## src/rtl/dlrs_ram.sv

```systemverilog
// generic simple dual port ram (one write port, one read port) with registered read
module dlrs_ram #(
   parameter int Width = 16,
   parameter int Depth = 16
) (
   input  logic                     clock,
   input  logic                     wr_en,
   input  logic [$clog2(Depth)-1:0] wr_addr,
   input  logic [Width-1:0]         wr_data,
   input  logic [$clog2(Depth)-1:0] rd_addr,
   output logic [Width-1:0]         rd_data
);
   logic [Width-1:0] mem_ff [Depth];
   logic [Width-1:0] rd_ff;

   always_ff @(posedge clock) begin
      if (wr_en) mem_ff[wr_addr] <= wr_data;
      rd_ff <= mem_ff[rd_addr];
   end

   assign rd_data = rd_ff;
endmodule

```

## config.mk

```make
export PLATFORM = sky130hd
export DESIGN_NAME = dlrs_ram
export DESIGN_NICKNAME = d
export VERILOG_FILES = /design/src/rtl/dlrs_ram.sv
export SDC_FILE = /design/constraint.sdc
export NUM_CORES = 1
export LEC_CHECK = 0
export BUFFER_PORTS_ARGS = -buffer_cell sky130_fd_sc_hd__buf_2
export CORE_UTILIZATION = 35
export DETAILED_ROUTE_END_ITERATION = 8
export SLEW_MARGIN = 20
export SYNTH_ARGS = -nofsm -noshare
export SYNTH_HDL_FRONTEND = slang
export SYNTH_SLANG_ARGS = --single-unit
```

## constraint.sdc

```tcl
create_clock -name clock -period 6 [get_ports clock]
set_clock_uncertainty 0.1 [all_clocks]
set_input_delay 0.9 -clock clock [delete_from_list [all_inputs] [get_ports clock]]
set_output_delay 0.9 -clock clock [all_outputs]
set_load 0.01 [all_outputs]
```

==> results.sh <==
export IMPL_drive_gt1_share_pct=32.2
export IMPL_cts_resized=0
export IMPL_worstSkewPairLatency_ns=0.54
export IMPL_grt_overflow_total=0
export IMPL_fp_coreArea_mm2=0.0280
export IMPL_period_needed_ns=2.68
export IMPL_synth_edf_count=256
export IMPL_ys_warn_count=0
export IMPL_setup_viol_count_final=0
export IMPL_avgRoutedWirePerCell_um=23.9
export IMPL_fillers=2418
export IMPL_grtUsageTotal_pct=15.3
export IMPL_async_flop_share_pct=0
export IMPL_rsz0062_at_grt="no"
export IMPL_cts_max_level=1
export IMPL_fin_nets=529
export IMPL_required_ns=6.31
export IMPL_tightestPinTransition_ns=1.16
export IMPL_postSynthCellCount=432
export IMPL_timing_slew_headroom_pct=22.4
export IMPL_clock_root_buffer="clkbuf_16"
export IMPL_drc=0
export IMPL_outcome="finished clean"
export IMPL_syn_to_final_growth_pct=16.5
export IMPL_synth_nets=458
export IMPL_hold_path_class="register to register"
export IMPL_gp_congestion=0.711
export IMPL_clkTransAtPathRegs_ns=0.06
export IMPL_netlist_top_cells_count="256 x edfxtp_1, 54 x mux4_2, 32 x a22oi_1"
export IMPL_ctsHoldBuffers=0
export IMPL_wirelength_mm=21.6
export IMPL_io_buffers=41
export IMPL_start_util_pct=35.9
export IMPL_critPathKind="input pin to register"
export IMPL_crit_arrival_ns=3.00
export IMPL_cellPowerDensity_mw_per_mm2=341
export IMPL_start_kind="input pin"
export IMPL_synth_distinct_cells=19
export IMPL_first_iter_violations=367
export IMPL_rows=61
export IMPL_peakVddDrop_uv=224
export IMPL_dpl_hpwl_mm=11.4
export IMPL_maxCapViolCount=0
export IMPL_p_leak_nw=3.78
export IMPL_yosysTopAreaCellShare_pct=76.5
export IMPL_synth_most_common_cell="edfxtp_1"
export IMPL_whs_ns=0.568
export IMPL_cts_setup_buffers=0
export IMPL_first_global_vias=4835
export IMPL_cts_sinks=272
export IMPL_ys_seq_area_share_pct=79.7
export IMPL_final_core_util_pct=41.8
export IMPL_maxSlewViolCount=0
export IMPL_fin_crit_sh_pct=44.7
export IMPL_firstDrtPassIters=4
export IMPL_hold_viol=0
export IMPL_path_max_fanout=40
export IMPL_die_height_um=171
export IMPL_multi_input_area_mm2=0.00196
export IMPL_netlist_top_cells_area="edfxtp_1 77%, mux4_2 12%, dfxtp_1 3.2%, mux4_1 2.6%, a22oi_1 2.4%"
export IMPL_fin_tns_setup_ns=0
export IMPL_synthesis_area_mm2=0.0100
export IMPL_seqCellArea_mm2=0.00801
export IMPL_antenna_found_initial=1
export IMPL_fmax_mhz=373
export IMPL_ant_nets=0
export IMPL_cts_inserted_buffers=28
export IMPL_fp_dieW_um=171
export IMPL_ys_ff_latch=272
export IMPL_end_kind="register"
export IMPL_syn_area_per_cell_um2=23.2
export IMPL_viasPerCell=5.08
export IMPL_grt_first_pass_wirelength_mm=31.9
export IMPL_yosysTopAreaCell="edfxtp_1"
export IMPL_vias=4590
export IMPL_clock_path_buffers=3
export IMPL_synthFlopType="edfxtp_1"
export IMPL_io_pins=42
export IMPL_cts_tree="built"
export IMPL_grt_max_degree=41
export IMPL_die_area_mm2=0.0294
==> cell type report <==
class                   instances  area share (%)
well taps                     378            4.04
clock inverters                10           0.823
multi-input cells             139            16.8
clock buffers                  42            6.79
flip-flops and latches        272            68.4
repair buffers                 62            3.12
diodes                          1          0.0214
==> final timing paths <==
path	slack (ns)	to	cells past startpoint	start
max	3.32	rd_data[9]$_DFF_P_	5	rd_addr[0]
min	0.57	rd_data[5]$_DFF_P_	3	mem_ff[15][5]$_DFFE_PP_
max reg2reg	4.62	rd_data[6]$_DFF_P_	3	mem_ff[9][6]$_DFFE_PP_
min reg2reg	0.57	rd_data[5]$_DFF_P_	3	mem_ff[15][5]$_DFFE_PP_
==> sequential cells by signal (all words and copies together), names as in the netlist <==
name / count
mem_ff: 256
rd_data: 16
==> worst max-delay path: stages <==
cell and delay, ns:
buf_4 0.61, buf_4 0.55, mux4_1 0.61, a22oi_1 0.21, nand2_1 0.09
==> report_power, final <==
part           switching [W]  internal (W)
logic               0.000110     0.0000769
registers          0.0000131       0.00212
clock network       0.000677      0.000994
==> cell usage in the layout (no fill, tap or decap) <==
cell	Yosys	layout
nand2_1	17	17
mux4_1	10	10
mux4_2	54	54
a22oi_1	32	32
nand3b_1	2	2
clkbuf_8	0	2
nor3_2	0	4
clkbuf_16	0	29
nor2_1	13	1
dfxtp_1	16	16
diode_2	0	1
edfxtp_1	256	256
clkinv_2	0	1
bufinv_16	0	2
clkbuf_1	8	11
clkinv_1	0	6
nand3_1	1	1
nand2b_1	2	2
nor2b_1	2	1
buf_2	3	40
clkinv_4	0	1
and2_1	1	1
or3b_2	1	1
buf_4	3	22
nor2b_2	0	1
nor2_2	0	12
==> routing by layer <==
metal	track usage, %	part of all wire (%)	routed length [um]	vias to the layer above
met5	0	0	0	-
met4	4.31	2.0	425	0
met3	2.74	11	2360	40
met2	24.1	47	10100	205
met1	21.9	41	8740	2361
li1	-	-	-	1984
==> cells by family after synthesis <==
logic type      Yosys count  share of synthesized area [%]
compound gates           32                           2.39
buf+inv                  21                           1.23
flops                   272                           79.7
mux                      64                           14.7
simple gates             43                           1.92
==> through the flow <==
stage	setup WS (ns)	cells	total power [W]	cell area [um2]
global placement	2.73	851	0.00236	10800
CTS	3.23	903	0.00403	11700
global route	3.11	903	0.00412	11700
finish	3.32	904	0.00400	11700
detailed placement	2.68	851	0.00237	10800
floorplan	2.94	432	0.00228	10000
No activity file was read; power rests on OpenSTA's default activity.
