## src/rtl/dlrs_pkg.sv

```systemverilog
// shared types, constants and functions for the dense layer block
package dlrs_pkg;

   localparam int ValueWidth = 16;
   localparam int AccWidth   = 40;
   localparam int ZWidth     = 32;
   localparam int ExpWidth   = 32;

   localparam logic signed [AccWidth-1:0] AccMax = {1'b0, {(AccWidth-1){1'b1}}};
   localparam logic signed [AccWidth-1:0] AccMin = {1'b1, {(AccWidth-1){1'b0}}};

   localparam logic [30:0] Log2eQ30 = 31'd1549082005;
   localparam logic [19:0] Ln2Q20   = 20'd726817;

   typedef enum logic [1:0] {
      CMD_WEIGHT = 2'd0,
      CMD_BIAS   = 2'd1,
      CMD_ELEM   = 2'd2,
      CMD_NONE   = 2'd3
   } cmd_type;

   typedef enum logic [1:0] {
      CSR_MODE    = 2'd0,
      CSR_INPUTS  = 2'd1,
      CSR_NEURONS = 2'd2,
      CSR_UNUSED  = 2'd3
   } csr_type;

   localparam logic MODE_RELU    = 1'b0;
   localparam logic MODE_SOFTMAX = 1'b1;

   // control handed down the row of accumulator cells
   typedef struct packed {
      logic mac;
      logic clear;
   } cell_ctl_type;

   function automatic logic [20:0] exp2_tab(input logic [3:0] j);
      logic [20:0] v;
      begin
         unique case (j)
            4'd0:  v = 21'd1048576;
            4'd1:  v = 21'd1004120;
            4'd2:  v = 21'd961548;
            4'd3:  v = 21'd920782;
            4'd4:  v = 21'd881744;
            4'd5:  v = 21'd844361;
            4'd6:  v = 21'd808563;
            4'd7:  v = 21'd774282;
            4'd8:  v = 21'd741455;
            4'd9:  v = 21'd710020;
            4'd10: v = 21'd679917;
            4'd11: v = 21'd651091;
            4'd12: v = 21'd623487;
            4'd13: v = 21'd597053;
            4'd14: v = 21'd571740;
            default: v = 21'd547500;
         endcase
         return v;
      end
   endfunction

   function automatic logic signed [AccWidth-1:0] sat40(input logic signed [AccWidth:0] v);
      logic signed [AccWidth-1:0] r;
      begin
         if (v > $signed({AccMax[AccWidth-1], AccMax})) r = AccMax;
         else if (v < $signed({AccMin[AccWidth-1], AccMin})) r = AccMin;
         else r = v[AccWidth-1:0];
         return r;
      end
   endfunction

endpackage

```

## src/rtl/dlrs_cell.sv

```systemverilog
// one accumulator cell of the rotating row
module dlrs_cell (
   input  logic                                      clock,
   input  logic                                      reset,
   input  dlrs_pkg::cell_ctl_type                    ctl,
   input  logic signed [dlrs_pkg::AccWidth-1:0]      acc_in,
   input  logic signed [dlrs_pkg::ValueWidth-1:0]    weight,
   input  logic signed [dlrs_pkg::ValueWidth-1:0]    sample,
   output logic signed [dlrs_pkg::AccWidth-1:0]      acc_out
);
   logic signed [dlrs_pkg::AccWidth-1:0] acc_ff, acc_in_nx;
   logic signed [31:0] prod;

   assign prod = weight * sample;

   always_comb begin
      if (ctl.clear) acc_in_nx = '0;
      else if (ctl.mac)
         acc_in_nx = dlrs_pkg::sat40({acc_in[dlrs_pkg::AccWidth-1], acc_in} +
                                     {{(dlrs_pkg::AccWidth-31){prod[31]}}, prod});
      else acc_in_nx = acc_in;
   end

   always_ff @(posedge clock) begin
      if (reset) acc_ff <= '0;
      else acc_ff <= acc_in_nx;
   end

   assign acc_out = acc_ff;
endmodule

```

## config.mk

```make
export PLATFORM = sky130hd
export DESIGN_NAME = dlrs_cell
export DESIGN_NICKNAME = d
export VERILOG_FILES = /design/src/rtl/dlrs_pkg.sv /design/src/rtl/dlrs_cell.sv
export SDC_FILE = /design/constraint.sdc
export NUM_CORES = 1
export LEC_CHECK = 0
export ABC_AREA = 1
export BUFFER_PORTS_ARGS = -buffer_cell sky130_fd_sc_hd__buf_2
export CORE_MARGIN = 2
export CORE_UTILIZATION = 25
export CTS_BUF_LIST = sky130_fd_sc_hd__clkbuf_4 sky130_fd_sc_hd__clkbuf_8 sky130_fd_sc_hd__clkbuf_16
export CTS_CLUSTER_SIZE = 8
export DETAILED_ROUTE_END_ITERATION = 10
export MAX_ROUTING_LAYER = met4
export PLACE_DENSITY = 0.44
export SLEW_MARGIN = 20
export SYNTH_ARGS = -nofsm -noshare
export SYNTH_HDL_FRONTEND = slang
export SYNTH_SLANG_ARGS = --single-unit
```

## constraint.sdc

```tcl
create_clock -name clock -period 7.4 [get_ports clock]
set_input_delay 1.48 -clock clock [delete_from_list [all_inputs] [get_ports clock]]
set_output_delay 1.48 -clock clock [all_outputs]
set_load 0.005 [all_outputs]
```

==> impl_metrics.csv <==
group,metric,value,unit
status,status,"completed",
cts,htreeDepth,2,
min_path,hold_class,"primary input to flip-flop",
floorplan,die_w,250,um
cts,cts_tree,"done",
layout,diodes,0,
sta,period_share,94.8,%
synthesis,seq_area_frac_synth,5.28,%
detailed_routing,highest_layer,"met4",
floorplan,core_area,60100,um^2
critical_path,critical-path-max-stage-delay,0.62,ns
critical_path,critical_path.max_fanout,23,
synthesis,ys_types,35,
global_route,grt_max_degree,43,
global_route,grt.total_usage,15.4,%
sta,max_freq,142,MHz
sta,timing.final.hold_violations,0,
sta,rsz0062_at_grt,"no",
min_path,hold_depth,3,
detailed_routing,vias_per_cell,4.18,
global_route,antenna_found_initial,1,
floorplan,die_h,250,um
sta,layout_setup_ws,0.381,ns
synthesis,synth_seq_cells,40,
global_route,grt_pass1_vias,13300,
placement,dp.final_hpwl,41.1,mm
detailed_routing,wl_per_cell,15.5,um
detailed_routing,met2_length,21.1,mm
flow_run,maxCapViolations,0,
detailed_routing,wl_met3,1.24,mm
floorplan,rows,90,
cts,clk_pin_slew,0.06,ns
detailed_routing,ant_nets,0,
sta,slew_headroom,35.1,%
cts,numCtsBuffers,5,
global_route,grt_pass1_wl,73.9,mm
detailed_routing,drc,0,
sta,slew_violations,0,
synthesis,syn_area,15200,um^2
layout,syn_to_final_growth,14.4,%
detailed_routing,drt-initial-drc-count,526,
global_route,grt-ovfl-total,0,
critical_path,required,7.58,ns
critical_path,criticalPathCategory,"primary input to flip-flop",
cts,cts-root-buf,"clkbuf_16",
cts,post_cts_buffers,0,
layout,largest_reg_flops,40,
critical_path,start_kind,"primary input",
sta,final-setup-viol-count,0,
placement,place.gp.congestion,0.861,
layout,final_nets,2654,
detailed_routing,wl_met1,22.2,mm
layout,drive_gt1_share,12.6,%
sta,fin_crit,7.02,ns
floorplan,initial_core_util,25.2,%
critical_path,slowest_stage,"fa_1",
synthesis,syn_nets,2513,
critical_path,path_common_cell,"fa_1",
cts,cts.sinks,40,
critical_path,cp.arrival,7.20,ns
sta,finalSetupTns,0,ns
detailed_routing,routed_wl,45.0,mm
floorplan,ios,116,
synthesis,syn_avg_cell_area,7.64,um^2
placement,port_buffers,115,
placement,dpl_worst_slack,-0.0593,ns
floorplan,die-area,62700,um^2
synthesis,yosysWarnings,0,
critical_path,end_kind,"flip-flop",
detailed_routing,vias,12200,
sta,worst_pin_slew,0.971,ns
detailed_routing,first_pass_iters,5,
synthesis,syn_inst,1985,
cts,clock_path_buffers,2,
[critical path: cells and delay by family]
kind / cells / cell delay [ns]
adder cells (fa/ha/maj): 7 / 3.51
AO/OA/AOI/OAI: 3 / 0.53
buffers and inverters: 7 / 0.80
AND/OR/NAND/NOR: 8 / 0.85
[cells by family after synthesis]
| group | Yosys count | synth area share, % |
|---|---|---|
| AO/OA/AOI/OAI | 143 | 5.27 |
| AND/OR/NAND/NOR | 647 | 17.3 |
| XOR/XNOR | 22 | 1.27 |
| buffers and inverters | 681 | 17.1 |
| adder cells (fa/ha/maj) | 452 | 53.8 |
| flip-flops | 40 | 5.28 |
[through the flow]
stage               util [%]  area (um^2)  hold WS, ns  cells
floorplan                  -        15200         1.61   1985
global placement        28.6        17200         1.77   2901
detailed placement      28.6        17200         1.78   2901
CTS                     28.8        17300         1.47   2909
global route            28.9        17400         1.48   2909
finish                  28.9        17400         1.47   2909
[cells in the final DEF (no fill, tap or decap), types with 5 or more instances in the layout]
cell,n
o21bai_1,8
buf_4,91
inv_1,599
nand3_1,38
buf_2,114
a21oi_1,64
nor2_2,5
nand3b_1,5
fa_1,333
a21oi_2,14
dfxtp_1,40
clkbuf_16,5
nand2_1,487
nand4_1,10
buf_12,5
o21ai_0,49
ha_1,118
nor2_1,76
nand2_2,16
xor2_1,18
[routing by layer]
layer / track usage, % / vias up
met4: 2.12 / 0
met1: 21.6 / 6053
met2: 25.0 / 190
li1: - / 5897
met5: - / -
met3: 1.12 / 29
[cells in the mapped netlist (all sizes together)]
library cell | number | area, um^2
ha | 118 | 1480
nor2 | 83 | 332
xnor2 | 4 | 35.0
o21ai | 50 | 250
nor4 | 1 | 6.26
nand3b | 5 | 37.5
a21o | 4 | 30.0
dfxtp | 40 | 801
nand3 | 41 | 220
fa | 334 | 6690
o211ai | 1 | 7.51
inv | 603 | 2260
clkinv | 1 | 3.75
xor2 | 18 | 158
or2 | 2 | 12.5
clkbuf | 68 | 255
a21oi | 79 | 444
o21a | 1 | 7.51
buf | 9 | 72.6
nor3 | 2 | 21.3
nand2 | 503 | 1930
nand4 | 10 | 62.6
o21bai | 8 | 60.1
[worst paths after layout]
path / startpoint / end / slack [ns]
min: acc_in[39] / acc_out[39] / 1.47
max: weight[15] / acc_out[4] / 0.38
[repair_timing]
| item | in CTS | in global routing |
|---|---|---|
| setup endpoints to repair | 0 | 39 |
| hold buffers | 0 | 0 |
| resized for setup | 0 | 8 |
[area by class of cell]
class	instances	area [um^2]
multi-input cells	1264	11800
well taps	782	978
clock buffers	5	125
fillers	6682	42800
inverters	604	2270
clock inverters	3	18.8
repair buffers	211	1360
flip-flops and latches	40	801
Power is left out: the tool's default activity adds up to more than one toggle a clock period on the data nets, which glitch-free logic cannot reach.
