$ cat src/rtl/dlrs_pkg.sv
// shared types, constants and functions for the dense layer block
package dlrs_pkg;

   localparam int ValueWidth = 16;
   localparam int AccWidth   = 40;
   localparam int ZWidth     = 32;
   localparam int ExpWidth   = 32;

   localparam logic signed [AccWidth-1:0] AccMax = {1'b0, {(AccWidth-1){1'b1}}};
   localparam logic signed [AccWidth-1:0] AccMin = {1'b1, {(AccWidth-1){1'b0}}};

   localparam logic [30:0] Log2eQ30 = 31'd1549082005;
   localparam logic [19:0] Ln2Q20   = 20'd726817;

   typedef enum logic [1:0] {
      CMD_WEIGHT = 2'd0,
      CMD_BIAS   = 2'd1,
      CMD_ELEM   = 2'd2,
      CMD_NONE   = 2'd3
   } cmd_type;

   typedef enum logic [1:0] {
      CSR_MODE    = 2'd0,
      CSR_INPUTS  = 2'd1,
      CSR_NEURONS = 2'd2,
      CSR_UNUSED  = 2'd3
   } csr_type;

   localparam logic MODE_RELU    = 1'b0;
   localparam logic MODE_SOFTMAX = 1'b1;

   // control handed down the row of accumulator cells
   typedef struct packed {
      logic mac;
      logic clear;
   } cell_ctl_type;

   function automatic logic [20:0] exp2_tab(input logic [3:0] j);
      logic [20:0] v;
      begin
         unique case (j)
            4'd0:  v = 21'd1048576;
            4'd1:  v = 21'd1004120;
            4'd2:  v = 21'd961548;
            4'd3:  v = 21'd920782;
            4'd4:  v = 21'd881744;
            4'd5:  v = 21'd844361;
            4'd6:  v = 21'd808563;
            4'd7:  v = 21'd774282;
            4'd8:  v = 21'd741455;
            4'd9:  v = 21'd710020;
            4'd10: v = 21'd679917;
            4'd11: v = 21'd651091;
            4'd12: v = 21'd623487;
            4'd13: v = 21'd597053;
            4'd14: v = 21'd571740;
            default: v = 21'd547500;
         endcase
         return v;
      end
   endfunction

   function automatic logic signed [AccWidth-1:0] sat40(input logic signed [AccWidth:0] v);
      logic signed [AccWidth-1:0] r;
      begin
         if (v > $signed({AccMax[AccWidth-1], AccMax})) r = AccMax;
         else if (v < $signed({AccMin[AccWidth-1], AccMin})) r = AccMin;
         else r = v[AccWidth-1:0];
         return r;
      end
   endfunction

endpackage

$ cat src/rtl/dlrs_exp.sv
// fixed point e^-d in three registered stages
module dlrs_exp (
   input  logic        clock,
   input  logic        in_valid,
   input  logic [31:0] d,
   output logic        out_valid,
   output logic [31:0] e
);
   logic        v1_ff, v2_ff, v3_ff;
   logic        z1_ff, z2_ff, z3_ff;
   logic [21:0] d1;
   logic [52:0] tfull;
   logic [22:0] t1_ff;
   logic [4:0]  n2_ff, n3_ff;
   logic [3:0]  j2_ff;
   logic [15:0] y2_ff;
   logic [31:0] ymul;
   logic [15:0] y;
   logic [31:0] ysq;
   logic [21:0] p;
   logic [20:0] tab3_ff;
   logic [21:0] p3_ff;
   logic [42:0] mprod;
   logic [32:0] mant;
   logic [32:0] sh;

   assign d1 = d[21:0];
   assign tfull = d1 * dlrs_pkg::Log2eQ30 + 53'd536870912;
   assign ymul = t1_ff[11:0] * dlrs_pkg::Ln2Q20 + 32'd32768;
   assign y = ymul[31:16];
   assign ysq = y2_ff * y2_ff;
   assign p = 22'd1048576 - 22'(y2_ff) + 22'(ysq[31:21]);
   assign mprod = tab3_ff * p3_ff + 43'd512;
   assign mant = mprod[42:10];
   assign sh = mant >> n3_ff;

   always_ff @(posedge clock) begin
      v1_ff <= in_valid;
      v2_ff <= v1_ff;
      v3_ff <= v2_ff;
      z1_ff <= d[31:22] != '0;
      t1_ff <= tfull[52:30];
      z2_ff <= z1_ff || t1_ff[22:16] >= 7'd31;
      n2_ff <= t1_ff[20:16];
      j2_ff <= t1_ff[15:12];
      y2_ff <= y;
      z3_ff <= z2_ff;
      n3_ff <= n2_ff;
      tab3_ff <= dlrs_pkg::exp2_tab(j2_ff);
      p3_ff <= p;
   end

   assign out_valid = v3_ff;
   assign e = z3_ff ? 32'd0 : sh[31:0];
endmodule

$ cat config.mk
export PLATFORM = sky130hd
export DESIGN_NAME = dlrs_exp
export DESIGN_NICKNAME = d
export VERILOG_FILES = /design/src/rtl/dlrs_pkg.sv /design/src/rtl/dlrs_exp.sv
export SDC_FILE = /design/constraint.sdc
export NUM_CORES = 2
export LEC_CHECK = 0
export ABC_AREA = 1
export BUFFER_PORTS_ARGS = -buffer_cell sky130_fd_sc_hd__buf_2
export CAP_MARGIN = 30
export CELL_PAD_IN_SITES_DETAIL_PLACEMENT = 0
export CELL_PAD_IN_SITES_GLOBAL_PLACEMENT = 1
export CORE_ASPECT_RATIO = 2
export CORE_UTILIZATION = 53
export DETAILED_ROUTE_END_ITERATION = 6
export PLACE_DENSITY_LB_ADDON = 0.1
export SYNTH_ARGS = -nofsm -noshare
export SYNTH_HDL_FRONTEND = slang
export SYNTH_SLANG_ARGS = --single-unit
export TNS_END_PERCENT = 1
$ cat constraint.sdc
create_clock -name clock -period 23.3 [get_ports clock]
set_input_delay 4.66 -clock clock [delete_from_list [all_inputs] [get_ports clock]]
set_output_delay 4.66 -clock clock [all_outputs]
set_load 0.01 [all_outputs]
==> results.cfg <==
[final_layout]
multiInputGateArea_um2 = 34100
nets = 6799
drive_gt1_share_pct = 2.66
fillerInstances = 7782
seqCellArea_um2 = 2020
syn_to_final_growth_pct = 4.28
mostFrequentLayoutCells = inv_1 (1,528), nand2_1 (1,040), fa_1 (819)
final_common_cell = inv_1

[route]
antenna_left = 0
routedWlPerCell_um = 20.3
via_count = 33700
routed_wl_um = 128000
first_iter_violations = 1325
avgViaCountPerCell = 5.32
drt_first_pass_iters = 7
drc_errors = 2

[die]
dieWidth_um = 202
core_um2 = 79300
ios = 67
start_util_pct = 53.5
die_height_um = 402
dieArea_um2 = 81300
rows = 146

[timing]
maxClockFrequency_mhz = 75.5
relSlewSlack_pct = 31.0
finClkSkew_ps = 16.7
setup_viol = 0
report.final.slew_viol_count = 0
fin_tns_setup_ps = 0
rsz0062_at_grt = no
min_period_over_period_pct = 56.8
tightest_slew_ps = 1030
final-hold-violation-count = 0
post-route-min-period_ps = 13240
whs_ps = 318

[cts]
cts_buffers = 9
postCtsSetupBuffers = 0
path_clk_slew_ps = 80
h-tree-depth = 3
cts_tree = yes
clk_latency_ps = 380
holdBufCountCts = 0
cts_resized = 0
root_buffer = clkbuf_16
clk_path_buf_depth = 2
cts_num_sinks = 101

[critical_path]
setup.worst_path.end_class = output pin
cp.arrival_ps = 8580
crit_type = register to output pin
required_ps = 18640
critical_path.max_fanout = 21
max_stage_delay_ps = 970
critPathMostFrequentCell = nand2_1
cp_slowest_cell = dfxtp_1
crit_path_start_kind = register

[yosys]
yosys.area.top_type_share_pct = 38.6
syn_nets = 6832
synthArstFlopShare_pct = 0
synth_edf_count = 0
synth_ff_type = dfxtp_1
synth_largest_area_cell = fa_1
synth.yosys.seq_area_share_pct = 4.76
synth-seq-cells = 101
syn_inst = 5321
ys_types = 47
syn-cell-area_um2 = 42400
syn_avg_cell_area_um2 = 7.98
synth_area_leaders = fa_1 (39%), ha_1 (19%), inv_1 (14%)
ys_warn_count = 0

[run_status]
violations = DRC
status = complete, but fails checks

[placement]
hpwl_um = 114000
place_congestion = 1.04
portBuffers = 66

[global_route]
grt_pass1_wl_um = 201000
grt_overflow = 0
grt_pass1_vias = 37900
grt_usage_pct = 32.9
grt_max_degree = 36
antenna_found_initial = 4

[worst_hold_path]
hold_path_class = register to register

[flow_run]
maxCapViolCount = 0
-- cell usage after synthesis, types with 8 or more instances --
master / count
a21o_1: 9
a21oi_1: 190
a31oi_1: 16
buf_2: 11
clkbuf_1: 125
dfxtp_1: 101
fa_1: 819
ha_1: 658
inv_1: 1528
nand2_1: 1040
nand2_2: 8
nand3_1: 260
nand4_1: 24
nor2_1: 198
nor3_1: 18
nor4_1: 12
o211ai_1: 16
o21a_1: 13
o21ai_0: 98
o21ai_1: 9
o21bai_1: 12
xnor2_1: 21
xor2_1: 66
-- metal layers --
layer | wire length, um | GRT usage (%)
met1 | 38800 | 28.5
met2 | 73300 | 65.9
met3 | 3920 | 3.56
met4 | 12100 | 26.3
met5 | 20 | 0
-- area by class of cell --
type / instances / share of cell area, %
tap: 1036 / 2.93
clock inverter: 6 / 0.127
antenna: 3 / 0.0170
multi-input combinational: 3544 / 77.1
timing repair buffer: 98 / 1.76
sequential: 101 / 4.57
inverter: 1534 / 13.0
clock buffer: 9 / 0.509
-- state kept, by name, summed over array words and instances, names as in the netlist --
register   count
j2_ff          4
n2_ff          5
n3_ff          5
out_valid      1
p3_ff         21
t1_ff         23
tab3_ff       21
v1_ff          1
v2_ff          1
y2_ff         16
z1_ff          1
z2_ff          1
z3_ff          1
-- cell families after synthesis --
logic type | after synthesis | synth area share [%]
compound gates | 400 | 5.35
xor+xnor | 87 | 1.80
fa+ha+maj | 1477 | 58.0
buf+inv | 1676 | 14.9
flops | 101 | 4.76
simple gates | 1580 | 15.2
-- worst max-delay path, delay by kind of cell, from the launching register on --
family,cells,cell delay [ps]
AOI/OAI and AO/OA,1,530
adders and majority gates,8,3800
buffers and inverters,10,730
DFF,1,970
and+or+nand+nor,16,2140
-- per-stage QoR --
stage	utilization (%)	cells	worst slack, ps	cell area, um2
final	55.8	6331	10060	44300
after CTS	55.8	6327	10190	44200
after detailed placement	55.4	6312	10620	43900
after global routing	55.8	6328	9740	44200
after global placement	55.1	6302	10590	43700
after floorplan	-	5321	12300	42400
-- final timing paths --
check	depth (start not counted)	to	start	slack [ps]
worst min register to register	0	j2_ff[0]$_DFF_P_	t1_ff[12]$_DFF_P_	320
worst min-delay path	0	j2_ff[0]$_DFF_P_	t1_ff[12]$_DFF_P_	320
worst max-delay path	35	e[16]	tab3_ff[3]$_DFF_P_	10060
worst max register to register	34	p3_ff[20]$_DFF_P_	y2_ff[2]$_DFF_P_	15280
Power is left out: the tool's default activity adds up to more than one toggle a clock period on the data nets, which glitch-free logic cannot reach.
